==> src/hw/rtl/blc_pkg.sv <==
// ----------------------------------------------------------------------------
// blc_pkg
// Shared types and constants of the beam chaser pattern generator.
// ----------------------------------------------------------------------------
package blc_pkg;

  localparam int unsigned PosW   = 12;
  localparam int unsigned LenW   = 10;
  localparam int unsigned ChanW  = 8;
  localparam int unsigned ColorW = 3 * ChanW;
  localparam int unsigned AddrW  = 5;
  localparam int unsigned DataW  = 32;

  localparam logic [ChanW-1:0] LevelMax = 8'd255;

  // register indexes
  localparam logic [2:0] RegBeamColor   = 3'd0;
  localparam logic [2:0] RegMoveBack    = 3'd1;
  localparam logic [2:0] RegFadeHeadOn  = 3'd2;
  localparam logic [2:0] RegFadeTailOn  = 3'd3;
  localparam logic [2:0] RegBodyLength  = 3'd4;
  localparam logic [2:0] RegGapLength   = 3'd5;
  localparam logic [2:0] RegHeadLength  = 3'd6;
  localparam logic [2:0] RegTailLength  = 3'd7;

  // ramp step divider: two quotient bits per cycle over eight bits
  localparam int unsigned DivBitsPerStep = 2;
  localparam logic [1:0]  DivLastStep    = 2'd3;

  typedef enum logic [1:0] {
    SegRise,
    SegBody,
    SegFall,
    SegGap
  } seg_kind_e;

  typedef enum logic [1:0] {
    BkIdle,
    BkDiv,
    BkLevel,
    BkDim
  } back_state_e;

  typedef struct packed {
    logic [ColorW-1:0] beam_color;
    logic              move_backward;
    logic              fade_head_on;
    logic              fade_tail_on;
    logic [LenW-1:0]   body_length;
    logic [LenW-1:0]   gap_length;
    logic [LenW-1:0]   head_length;
    logic [LenW-1:0]   tail_length;
  } cfg_t;

  typedef struct packed {
    seg_kind_e       kind;
    logic [LenW-1:0] idx;
    logic [LenW-1:0] len;
    logic            last;
  } pix_req_t;

endpackage

==> src/hw/rtl/blc_front.sv <==
// ----------------------------------------------------------------------------
// blc_front
// Accepts pixel requests, tracks frame offset and pattern position, and
// classifies each pixel into its pattern segment.
// ----------------------------------------------------------------------------
module blc_front (
  input  logic              clk_i,
  input  logic              rst_ni,
  input  blc_pkg::cfg_t     cfg_i,
  input  logic              cfg_wr_i,
  input  logic              in_valid_i,
  output logic              in_ready_o,
  input  logic              frame_end_i,
  output logic              push_o,
  output blc_pkg::pix_req_t req_o,
  input  logic              q_full_i
);
  import blc_pkg::*;

  logic [PosW-1:0] offset_q, offset_d;
  logic [PosW-1:0] pos_q, pos_d;
  logic [PosW-1:0] rise_len, fall_len, body_len, gap_len;
  logic [PosW-1:0] bnd_body, bnd_fall, bnd_gap, size;
  logic [PosW-1:0] pos_inc, off_step;

  always_comb begin
    body_len = {{(PosW-LenW){1'b0}}, cfg_i.body_length};
    gap_len  = {{(PosW-LenW){1'b0}}, cfg_i.gap_length};
    if (cfg_i.move_backward) begin
      rise_len = cfg_i.fade_head_on ? {{(PosW-LenW){1'b0}}, cfg_i.head_length} : '0;
      fall_len = cfg_i.fade_tail_on ? {{(PosW-LenW){1'b0}}, cfg_i.tail_length} : '0;
    end else begin
      rise_len = cfg_i.fade_tail_on ? {{(PosW-LenW){1'b0}}, cfg_i.tail_length} : '0;
      fall_len = cfg_i.fade_head_on ? {{(PosW-LenW){1'b0}}, cfg_i.head_length} : '0;
    end
    bnd_body = rise_len;
    bnd_fall = bnd_body + body_len;
    bnd_gap  = bnd_fall + fall_len;
    size     = bnd_gap + gap_len;
  end

  assign in_ready_o = !q_full_i;
  assign push_o     = in_valid_i && !q_full_i;

  // segment of the current pixel
  always_comb begin
    req_o.last = frame_end_i;
    if (pos_q < bnd_body) begin
      req_o.kind = SegRise;
      req_o.idx  = pos_q[LenW-1:0];
      req_o.len  = rise_len[LenW-1:0];
    end else if (pos_q < bnd_fall) begin
      req_o.kind = SegBody;
      req_o.idx  = '0;
      req_o.len  = '0;
    end else if (pos_q < bnd_gap) begin
      req_o.kind = SegFall;
      req_o.idx  = pos_q[LenW-1:0] - bnd_fall[LenW-1:0];
      req_o.len  = fall_len[LenW-1:0];
    end else begin
      req_o.kind = SegGap;
      req_o.idx  = '0;
      req_o.len  = '0;
    end
  end

  // position and offset update
  always_comb begin
    pos_inc = (pos_q + 1'b1 == size) ? '0 : pos_q + 1'b1;
    if (cfg_i.move_backward) begin
      off_step = (offset_q + 1'b1 == size) ? '0 : offset_q + 1'b1;
    end else begin
      off_step = (offset_q == '0) ? size - 1'b1 : offset_q - 1'b1;
    end
    offset_d = offset_q;
    pos_d    = pos_q;
    if (cfg_wr_i) begin
      offset_d = '0;
      pos_d    = '0;
    end else if (push_o) begin
      if (size == '0) begin
        offset_d = '0;
        pos_d    = '0;
      end else if (frame_end_i) begin
        offset_d = off_step;
        pos_d    = off_step;
      end else begin
        pos_d = pos_inc;
      end
    end
  end

  always_ff @(posedge clk_i or negedge rst_ni) begin
    if (!rst_ni) begin
      offset_q <= '0;
      pos_q    <= '0;
    end else begin
      offset_q <= offset_d;
      pos_q    <= pos_d;
    end
  end

endmodule

==> src/hw/rtl/blc_queue.sv <==
// ----------------------------------------------------------------------------
// blc_queue
// Two-entry request queue between the classifier and the color unit.
// ----------------------------------------------------------------------------
module blc_queue (
  input  logic              clk_i,
  input  logic              rst_ni,
  input  logic              push_i,
  input  blc_pkg::pix_req_t push_data_i,
  output logic              full_o,
  input  logic              pop_i,
  output logic              valid_o,
  output blc_pkg::pix_req_t pop_data_o
);
  import blc_pkg::*;

  pix_req_t   entry_q [2];
  logic       wr_ptr_q, wr_ptr_d;
  logic       rd_ptr_q, rd_ptr_d;
  logic [1:0] count_q, count_d;

  assign full_o     = count_q == 2'd2;
  assign valid_o    = count_q != 2'd0;
  assign pop_data_o = entry_q[rd_ptr_q];

  always_comb begin
    wr_ptr_d = push_i ? !wr_ptr_q : wr_ptr_q;
    rd_ptr_d = pop_i ? !rd_ptr_q : rd_ptr_q;
    count_d  = count_q + {1'b0, push_i} - {1'b0, pop_i};
  end

  always_ff @(posedge clk_i) begin
    if (push_i) begin
      entry_q[wr_ptr_q] <= push_data_i;
    end
  end

  always_ff @(posedge clk_i or negedge rst_ni) begin
    if (!rst_ni) begin
      wr_ptr_q <= 1'b0;
      rd_ptr_q <= 1'b0;
      count_q  <= 2'd0;
    end else begin
      wr_ptr_q <= wr_ptr_d;
      rd_ptr_q <= rd_ptr_d;
      count_q  <= count_d;
    end
  end

endmodule

==> src/hw/rtl/blc_back.sv <==
// ----------------------------------------------------------------------------
// blc_back
// Color unit: ramp step division, fade level and channel dimming, with an
// output register toward the pixel stream.
// ----------------------------------------------------------------------------
module blc_back (
  input  logic                       clk_i,
  input  logic                       rst_ni,
  input  blc_pkg::cfg_t              cfg_i,
  input  logic                       q_valid_i,
  input  blc_pkg::pix_req_t          q_data_i,
  output logic                       q_pop_o,
  output logic                       out_valid_o,
  input  logic                       out_ready_i,
  output logic [blc_pkg::ColorW-1:0] out_color_o,
  output logic                       out_last_o
);
  import blc_pkg::*;

  back_state_e       state_q, state_d;
  pix_req_t          req_q;
  logic [LenW:0]     divisor_q;
  logic [LenW-1:0]   rem_q, rem_d;
  logic [ChanW-1:0]  dvd_q, dvd_d;
  logic [ChanW-1:0]  quot_q, quot_d;
  logic [1:0]        cnt_q;
  logic [ChanW-1:0]  level_q;
  logic              out_valid_q;
  logic [ColorW-1:0] out_color_q;
  logic              out_last_q;

  logic              load, div_en, level_en, out_load;
  logic              out_free;
  logic [LenW+ChanW:0] prod;
  logic [ChanW:0]      lvl1;
  logic [2*ChanW:0]    dim_r, dim_g, dim_b;
  logic [ColorW-1:0]   color_d;

  assign out_free    = !out_valid_q || out_ready_i;
  assign out_valid_o = out_valid_q;
  assign out_color_o = out_color_q;
  assign out_last_o  = out_last_q;

  // two restoring division steps a cycle
  always_comb begin
    logic [LenW:0] trial;
    rem_d  = rem_q;
    dvd_d  = dvd_q;
    quot_d = quot_q;
    for (int i = 0; i < DivBitsPerStep; i++) begin
      trial = {rem_d, dvd_d[ChanW-1]};
      dvd_d = {dvd_d[ChanW-2:0], 1'b0};
      if (trial >= divisor_q) begin
        trial  = trial - divisor_q;
        quot_d = {quot_d[ChanW-2:0], 1'b1};
      end else begin
        quot_d = {quot_d[ChanW-2:0], 1'b0};
      end
      rem_d = trial[LenW-1:0];
    end
  end

  assign prod = ({1'b0, req_q.idx} + 1'b1) * quot_q;

  always_comb begin
    lvl1  = {1'b0, level_q} + 1'b1;
    dim_r = cfg_i.beam_color[23:16] * lvl1;
    dim_g = cfg_i.beam_color[15:8] * lvl1;
    dim_b = cfg_i.beam_color[7:0] * lvl1;
    case (req_q.kind)
      SegBody: color_d = cfg_i.beam_color;
      SegGap:  color_d = '0;
      default: color_d = {dim_r[15:8], dim_g[15:8], dim_b[15:8]};
    endcase
  end

  always_comb begin
    state_d  = state_q;
    load     = 1'b0;
    div_en   = 1'b0;
    level_en = 1'b0;
    out_load = 1'b0;
    case (state_q)
      BkIdle: begin
        if (q_valid_i) begin
          load    = 1'b1;
          state_d = (q_data_i.kind == SegRise || q_data_i.kind == SegFall) ? BkDiv : BkDim;
        end
      end
      BkDiv: begin
        div_en = 1'b1;
        if (cnt_q == DivLastStep) begin
          state_d = BkLevel;
        end
      end
      BkLevel: begin
        level_en = 1'b1;
        state_d  = BkDim;
      end
      BkDim: begin
        if (out_free) begin
          out_load = 1'b1;
          state_d  = BkIdle;
        end
      end
      default: state_d = BkIdle;
    endcase
  end

  assign q_pop_o = load;

  always_ff @(posedge clk_i) begin
    if (load) begin
      req_q     <= q_data_i;
      divisor_q <= {1'b0, q_data_i.len} + 1'b1;
      rem_q     <= '0;
      dvd_q     <= LevelMax;
      quot_q    <= '0;
    end else if (div_en) begin
      rem_q  <= rem_d;
      dvd_q  <= dvd_d;
      quot_q <= quot_d;
    end
    if (level_en) begin
      level_q <= (req_q.kind == SegRise) ? prod[ChanW-1:0] : LevelMax - prod[ChanW-1:0];
    end
    if (out_load) begin
      out_color_q <= color_d;
      out_last_q  <= req_q.last;
    end
  end

  always_ff @(posedge clk_i or negedge rst_ni) begin
    if (!rst_ni) begin
      state_q     <= BkIdle;
      cnt_q       <= 2'd0;
      out_valid_q <= 1'b0;
    end else begin
      state_q <= state_d;
      if (load) begin
        cnt_q <= 2'd0;
      end else if (div_en) begin
        cnt_q <= cnt_q + 2'd1;
      end
      if (out_load) begin
        out_valid_q <= 1'b1;
      end else if (out_ready_i) begin
        out_valid_q <= 1'b0;
      end
    end
  end

endmodule

==> src/hw/rtl/led_beam_chaser_pattern.sv <==
// ----------------------------------------------------------------------------
// led_beam_chaser_pattern
// Moving beam pattern generator for an LED strip: fade ramps, solid body
// and black gap, one pixel color per request.
// ----------------------------------------------------------------------------
// color unit steps: body and gap pixels go straight to dimming; ramp pixels
// pass ramp step division and the fade level step first
// one pixel at a time: the color unit takes a new request only when idle
// reset: control state, config, offset and position clear; no clearing pass
// ----------------------------------------------------------------------------
module led_beam_chaser_pattern (
  input  logic                      clk_i,
  input  logic                      rst_ni,
  input  logic                      s_axis_tvalid,
  output logic                      s_axis_tready,
  input  logic [7:0]                s_axis_tdata,  // frame_end
  output logic                      m_axis_tvalid,
  input  logic                      m_axis_tready,
  output logic [blc_pkg::ColorW-1:0] m_axis_tdata, // red_level, green_level, blue_level
  output logic                      m_axis_tlast,
  input  logic                      psel,
  input  logic                      penable,
  input  logic                      pwrite,
  input  logic [blc_pkg::AddrW-1:0] paddr,
  input  logic [blc_pkg::DataW-1:0] pwdata,
  output logic [blc_pkg::DataW-1:0] prdata,
  output logic                      pready
);
  import blc_pkg::*;

  cfg_t              cfg_q, cfg_d;
  logic              cfg_wr;
  logic [2:0]        reg_idx;
  logic              push, q_full, q_pop, q_valid;
  pix_req_t          push_req, pop_req;
  logic [ColorW-1:0] out_color;

  assign pready  = 1'b1;
  assign cfg_wr  = psel && penable && pwrite;
  assign reg_idx = paddr[AddrW-1:2];

  always_comb begin
    cfg_d = cfg_q;
    if (cfg_wr) begin
      case (reg_idx)
        RegBeamColor:  cfg_d.beam_color    = pwdata[ColorW-1:0];
        RegMoveBack:   cfg_d.move_backward = pwdata[0];
        RegFadeHeadOn: cfg_d.fade_head_on  = pwdata[0];
        RegFadeTailOn: cfg_d.fade_tail_on  = pwdata[0];
        RegBodyLength: cfg_d.body_length   = pwdata[LenW-1:0];
        RegGapLength:  cfg_d.gap_length    = pwdata[LenW-1:0];
        RegHeadLength: cfg_d.head_length   = pwdata[LenW-1:0];
        RegTailLength: cfg_d.tail_length   = pwdata[LenW-1:0];
        default:       cfg_d = cfg_q;
      endcase
    end
  end

  always_comb begin
    case (reg_idx)
      RegBeamColor:  prdata = {{(DataW-ColorW){1'b0}}, cfg_q.beam_color};
      RegMoveBack:   prdata = {{(DataW-1){1'b0}}, cfg_q.move_backward};
      RegFadeHeadOn: prdata = {{(DataW-1){1'b0}}, cfg_q.fade_head_on};
      RegFadeTailOn: prdata = {{(DataW-1){1'b0}}, cfg_q.fade_tail_on};
      RegBodyLength: prdata = {{(DataW-LenW){1'b0}}, cfg_q.body_length};
      RegGapLength:  prdata = {{(DataW-LenW){1'b0}}, cfg_q.gap_length};
      RegHeadLength: prdata = {{(DataW-LenW){1'b0}}, cfg_q.head_length};
      RegTailLength: prdata = {{(DataW-LenW){1'b0}}, cfg_q.tail_length};
      default:       prdata = '0;
    endcase
  end

  always_ff @(posedge clk_i or negedge rst_ni) begin
    if (!rst_ni) begin
      cfg_q <= '0;
    end else begin
      cfg_q <= cfg_d;
    end
  end

  blc_front u_front (
    .clk_i       (clk_i),
    .rst_ni      (rst_ni),
    .cfg_i       (cfg_q),
    .cfg_wr_i    (cfg_wr),
    .in_valid_i  (s_axis_tvalid),
    .in_ready_o  (s_axis_tready),
    .frame_end_i (s_axis_tdata[0]),
    .push_o      (push),
    .req_o       (push_req),
    .q_full_i    (q_full)
  );

  blc_queue u_queue (
    .clk_i       (clk_i),
    .rst_ni      (rst_ni),
    .push_i      (push),
    .push_data_i (push_req),
    .full_o      (q_full),
    .pop_i       (q_pop),
    .valid_o     (q_valid),
    .pop_data_o  (pop_req)
  );

  blc_back u_back (
    .clk_i       (clk_i),
    .rst_ni      (rst_ni),
    .cfg_i       (cfg_q),
    .q_valid_i   (q_valid),
    .q_data_i    (pop_req),
    .q_pop_o     (q_pop),
    .out_valid_o (m_axis_tvalid),
    .out_ready_i (m_axis_tready),
    .out_color_o (out_color),
    .out_last_o  (m_axis_tlast)
  );

  // red in the low byte on the stream
  assign m_axis_tdata = {out_color[7:0], out_color[15:8], out_color[23:16]};

endmodule

==> config.mk <==
export PLATFORM = sky130hd
export DESIGN_NAME = led_beam_chaser_pattern
export DESIGN_NICKNAME = d
export VERILOG_FILES = /design/src/hw/rtl/blc_pkg.sv /design/src/hw/rtl/blc_front.sv /design/src/hw/rtl/blc_queue.sv /design/src/hw/rtl/blc_back.sv /design/src/hw/rtl/led_beam_chaser_pattern.sv
export SDC_FILE = /design/constraint.sdc
export NUM_CORES = 1
export LEC_CHECK = 0
export ABC_CLOCK_PERIOD_IN_PS = 17500
export BUFFER_PORTS_ARGS = -buffer_cell sky130_fd_sc_hd__buf_2
export CORE_MARGIN = 1
export CORE_UTILIZATION = 60
export CTS_BUF_LIST = sky130_fd_sc_hd__clkbuf_8
export DETAILED_ROUTE_END_ITERATION = 8
export MAX_ROUTING_LAYER = met4
export PLACE_DENSITY = 0.74
export SLEW_MARGIN = 5
export SYNTH_ARGS = -nofsm -noshare
export SYNTH_HDL_FRONTEND = slang
export SYNTH_SLANG_ARGS = --single-unit
==> constraint.sdc <==
create_clock -name clk_i -period 17.5 [get_ports clk_i]
set_input_delay 5.25 -clock clk_i [delete_from_list [all_inputs] [get_ports clk_i]]
set_output_delay 5.25 -clock clk_i [all_outputs]
set_load 0.005 [all_outputs]
==> results_dict.tcl <==
set metrics [dict create \
    outcome "finished clean" \
    swShare_pct 49.0 \
    cts_buffer_depth 3 \
    drv_cap 0 \
    topRoutingLayerUsed "met4" \
    commonest_non_fill_non_tap_cells_in_the_layout "sky130_fd_sc_hd__inv_1 (272), sky130_fd_sc_hd__nand2_1 (246), sky130_fd_sc_hd__ha_1 (198)" \
    cp_cell_sequence "buf_2 -> nor2_1 -> nand2_1 -> o21ai_0 -> buf_2" \
    top_ff_cell_synth "sky130_fd_sc_hd__dfrtp_1" \
    power.share.sequential_pct 20.1 \
    synth_adder_area_share_pct 24.4 \
    pwr_density_cell_nw_per_um2 220 \
    post_cts_resize_count 0 \
    hold_class "flop to flop" \
    via_density 5.94 \
    rsz0062_at_grt "false" \
    synth_area_leaders "sky130_fd_sc_hd__edfxtp_1 (13%), sky130_fd_sc_hd__fa_1 (13%), sky130_fd_sc_hd__dfrtp_1 (12%)" \
    power_frac_clock_pct 10.5 \
    avgRoutedWirePerCell_um 18.7 \
    antenna_violating_nets_post_route 0 \
    cp_slowest_cell "sky130_fd_sc_hd__nor2_1" \
    timing.fmax_mhz 83.1 \
    pwr-share-comb_pct 69.4 \
    dr.first_iter.drc_count 1022 \
    vias_in_the_first_global_route 16996 \
    post_synth_mux_area_share_pct 7.00 \
    dp.cells 2754 \
    detailedRoute.firstPassIterationCount 5 \
    largest_incremental_delay_on_the_critical_path_ns 0.65 \
    routed-via-count 16788 \
    count_of_flip_flops_with_a_built_in_enable_after_synthesis 97 \
    drive_gt1_share_pct 12.7 \
    crit_path_end_kind "output pin" \
    relative_max_transition_margin_pct 18.4 \
    timing.final.crit_period_ns 12.04 \
    layout.cells.non_filler 2824 \
    asyncSetResetFlopFracSynth_pct 45.7 \
    finalSetupTns_ns 0 \
    initial_core_util_pct 60.8 \
    grt_start_max_net_pins 65 \
    tightestPinTransition_ns 1.22 \
    detailed_place_hpwl_mm 39.1 \
    worst_slack_ns 5.46 \
    clk_latency_ns 0.62 \
    timing.final.crit_share_pct 68.8 \
    synth-simple-area-share_pct 15.7 \
    grt-ovfl-total 0 \
    synth_cells 2297 \
    power.net_switching_mw 2.50 \
    core_area_um2 35500 \
    worst_ir_drop_vdd_mv 0.262 \
    routedLengthMet1_mm 22.2 \
    synth-seq-area-share_pct 27.1 \
    dominant_combinational_cell_family_by_area_after_synthesis "adder cells" \
    layout_commonest_cell "sky130_fd_sc_hd__inv_1" \
    synth.cell_area_um2 21600 \
    synth_area_per_cell_um2 9.40 \
    yosysTopAreaCellShare_pct 13.5 \
    grt_antenna_before_repair 0 \
    detailroute.wirelength.met2_mm 25.6 \
    setup.worst_path.class "primary input to output pin" \
    dr_wl_met3_mm 2.79 \
    path_max_fanout 22 \
    timing.final.max_slew_violations 0 \
    arrival_ns 6.79 \
    antenna_cells_inserted 0 \
    tritoncts_clock_tree "yes" \
    placedInstanceArea_um2 22300 \
    post_synth_num_cell_types 94 \
    worst_setup_hold_path_clk_slew_ns 0.06 \
    synth_xor_area_share_pct 7.39 \
    area_delta_synth_final_pct 7.44 \
    placement.setup.worst_slack_ns 5.55 \
    finalSetupViolCount 0 \
    ctsRootBufferMaster "sky130_fd_sc_hd__clkbuf_8" \
    cts.hold.buffers_added 0 \
    finalHoldViolCount 0 \
    detail_route.drc_violations 0 \
    core.rowCount 69 \
    track_usage_pct 30.9 \
    total_nets_final 2723 \
    yosys.area.top_type "sky130_fd_sc_hd__edfxtp_1" \
    static-leakage-power_nw 11.1 \
    design.portCount 112 \
    clock_sink_count 219 \
    critical-path-top-cell-by-count "sky130_fd_sc_hd__buf_2" \
    io_buffer_count 85 \
    dieArea_um2 36700 \
    ys.warnings.count 0 \
    power_report.internal_total_mw 2.60 \
    grt_first_pass_wirelength_mm 86.2 \
    design_area_um2 23200 \
    synth_compound_gate_area_share_pct 11.4 \
    synth.ff_latch_count 219 \
    startpoint_type "primary input" \
    dieHeight_um 192 \
    h_tree_depth 2 \
    cts-buffers-inserted 40 \
    cts_setup_buffers 0 \
    die_x_um 192 \
    finalWirelength_mm 52.8 \
    cp_data_required_time_ns 12.25 \
    final.setup_skew_ns 0.0286 \
    final_core_util_pct 65.4 \
    gp_congestion 0.897 \
    fillCellCount 2877 \
]
-- kinds of logic after synthesis --
family | after synthesis
xor+xnor | 179
fa+ha+maj | 338
buf+inv | 388
other cells | 2
flops | 219
mux | 129
simple gates | 676
compound gates | 366
-- layer usage --
metal / GRT usage [%] / vias up
met4: 14.4 / 0
li1: - / 7818
met5: - / -
met1: 37.8 / 8302
met3: 3.69 / 146
met2: 51.0 / 522
-- critical path, delay by kind of cell --
family          cells  cell delay, ns
simple gates        2            0.78
compound gates      1            0.29
buf+inv             2            0.45
-- sequential cells by signal, indices dropped and copies added, names as in the netlist, 4 cells and up --
signal and count:
cfg_q 67, u_back.divisor_q 11, u_back.dvd_q 4, u_back.level_q 8, u_back.out_color_o 24, u_back.quot_q 8, u_back.rem_q 10, u_back.req_q 11
u_front.offset_q 12, u_front.pos_q 12, u_queue.entry_q 42
-- worst paths after layout --
| kind | slack [ns] | start | end | cells past startpoint |
|---|---|---|---|---|
| worst max-delay path | 5.46 | paddr[2] | prdata[1] | 5 |
| worst min-delay path | 0.42 | u_back.req_q[0]$_DFFE_PP_ | u_back.out_last_o$_DFFE_PP_ | 0 |
| worst max register to register | 10.02 | cfg_q[42]$_DFFE_PN0P_ | u_front.pos_q[3]$_DFFE_PN0P_ | 25 |
| worst min register to register | 0.42 | u_back.req_q[0]$_DFFE_PP_ | u_back.out_last_o$_DFFE_PP_ | 0 |
| max in group asynchronous | 11.52 | rst_ni | cfg_q[42]$_DFFE_PN0P_ | 2 |
| min in group asynchronous | 4.65 | rst_ni | cfg_q[63]$_DFFE_PN0P_ | 1 |
-- stage by stage --
step / power [mW] / hold slack, ns
2_1_floorplan: 3.66 / 0.400
3_3_place_gp: 4.37 / 0.406
3_5_place_dp: 4.53 / 0.409
4_1_cts: 5.11 / 0.422
5_1_grt: 5.62 / 0.441
6_report: 5.10 / 0.419
-- power groups by stage --
stage	Combinational [mW]	Clock (mW)	Sequential (mW)
6_report	3.54	0.535	1.03
5_1_grt	4.01	0.568	1.05
4_1_cts	3.54	0.547	1.02
3_5_place_dp	3.49	0	1.03
3_3_place_gp	3.34	0	1.02
2_1_floorplan	2.74	0	0.916
-- Yosys cell counts (25+ instances only) --
master and n:
sky130_fd_sc_hd__mux2i_1 36, sky130_fd_sc_hd__ha_1 198, sky130_fd_sc_hd__dfrtp_1 100, sky130_fd_sc_hd__xor2_1 56, sky130_fd_sc_hd__clkbuf_1 98, sky130_fd_sc_hd__and2_1 128
sky130_fd_sc_hd__nor2_1 85, sky130_fd_sc_hd__inv_1 266, sky130_fd_sc_hd__a21oi_1 66, sky130_fd_sc_hd__fa_1 138, sky130_fd_sc_hd__o21ai_0 100, sky130_fd_sc_hd__xnor2_1 120
sky130_fd_sc_hd__edfxtp_1 97, sky130_fd_sc_hd__a21o_1 34, sky130_fd_sc_hd__nand2_1 246, sky130_fd_sc_hd__nand3_1 53, sky130_fd_sc_hd__mux2_2 83, sky130_fd_sc_hd__a31oi_1 25
sky130_fd_sc_hd__nor2b_1 42
-- final cells by class --
class	instances	area, um2	share of cell area [%]
multi-input combinational	1697	14300	61.7
timing repair buffer	107	593	2.56
sequential	219	5860	25.3
inverter	270	1010	4.37
clock buffer	42	578	2.49
clock inverter	28	270	1.17
tap	461	577	2.49
Note: power is estimated with default switching activity, not from simulation.
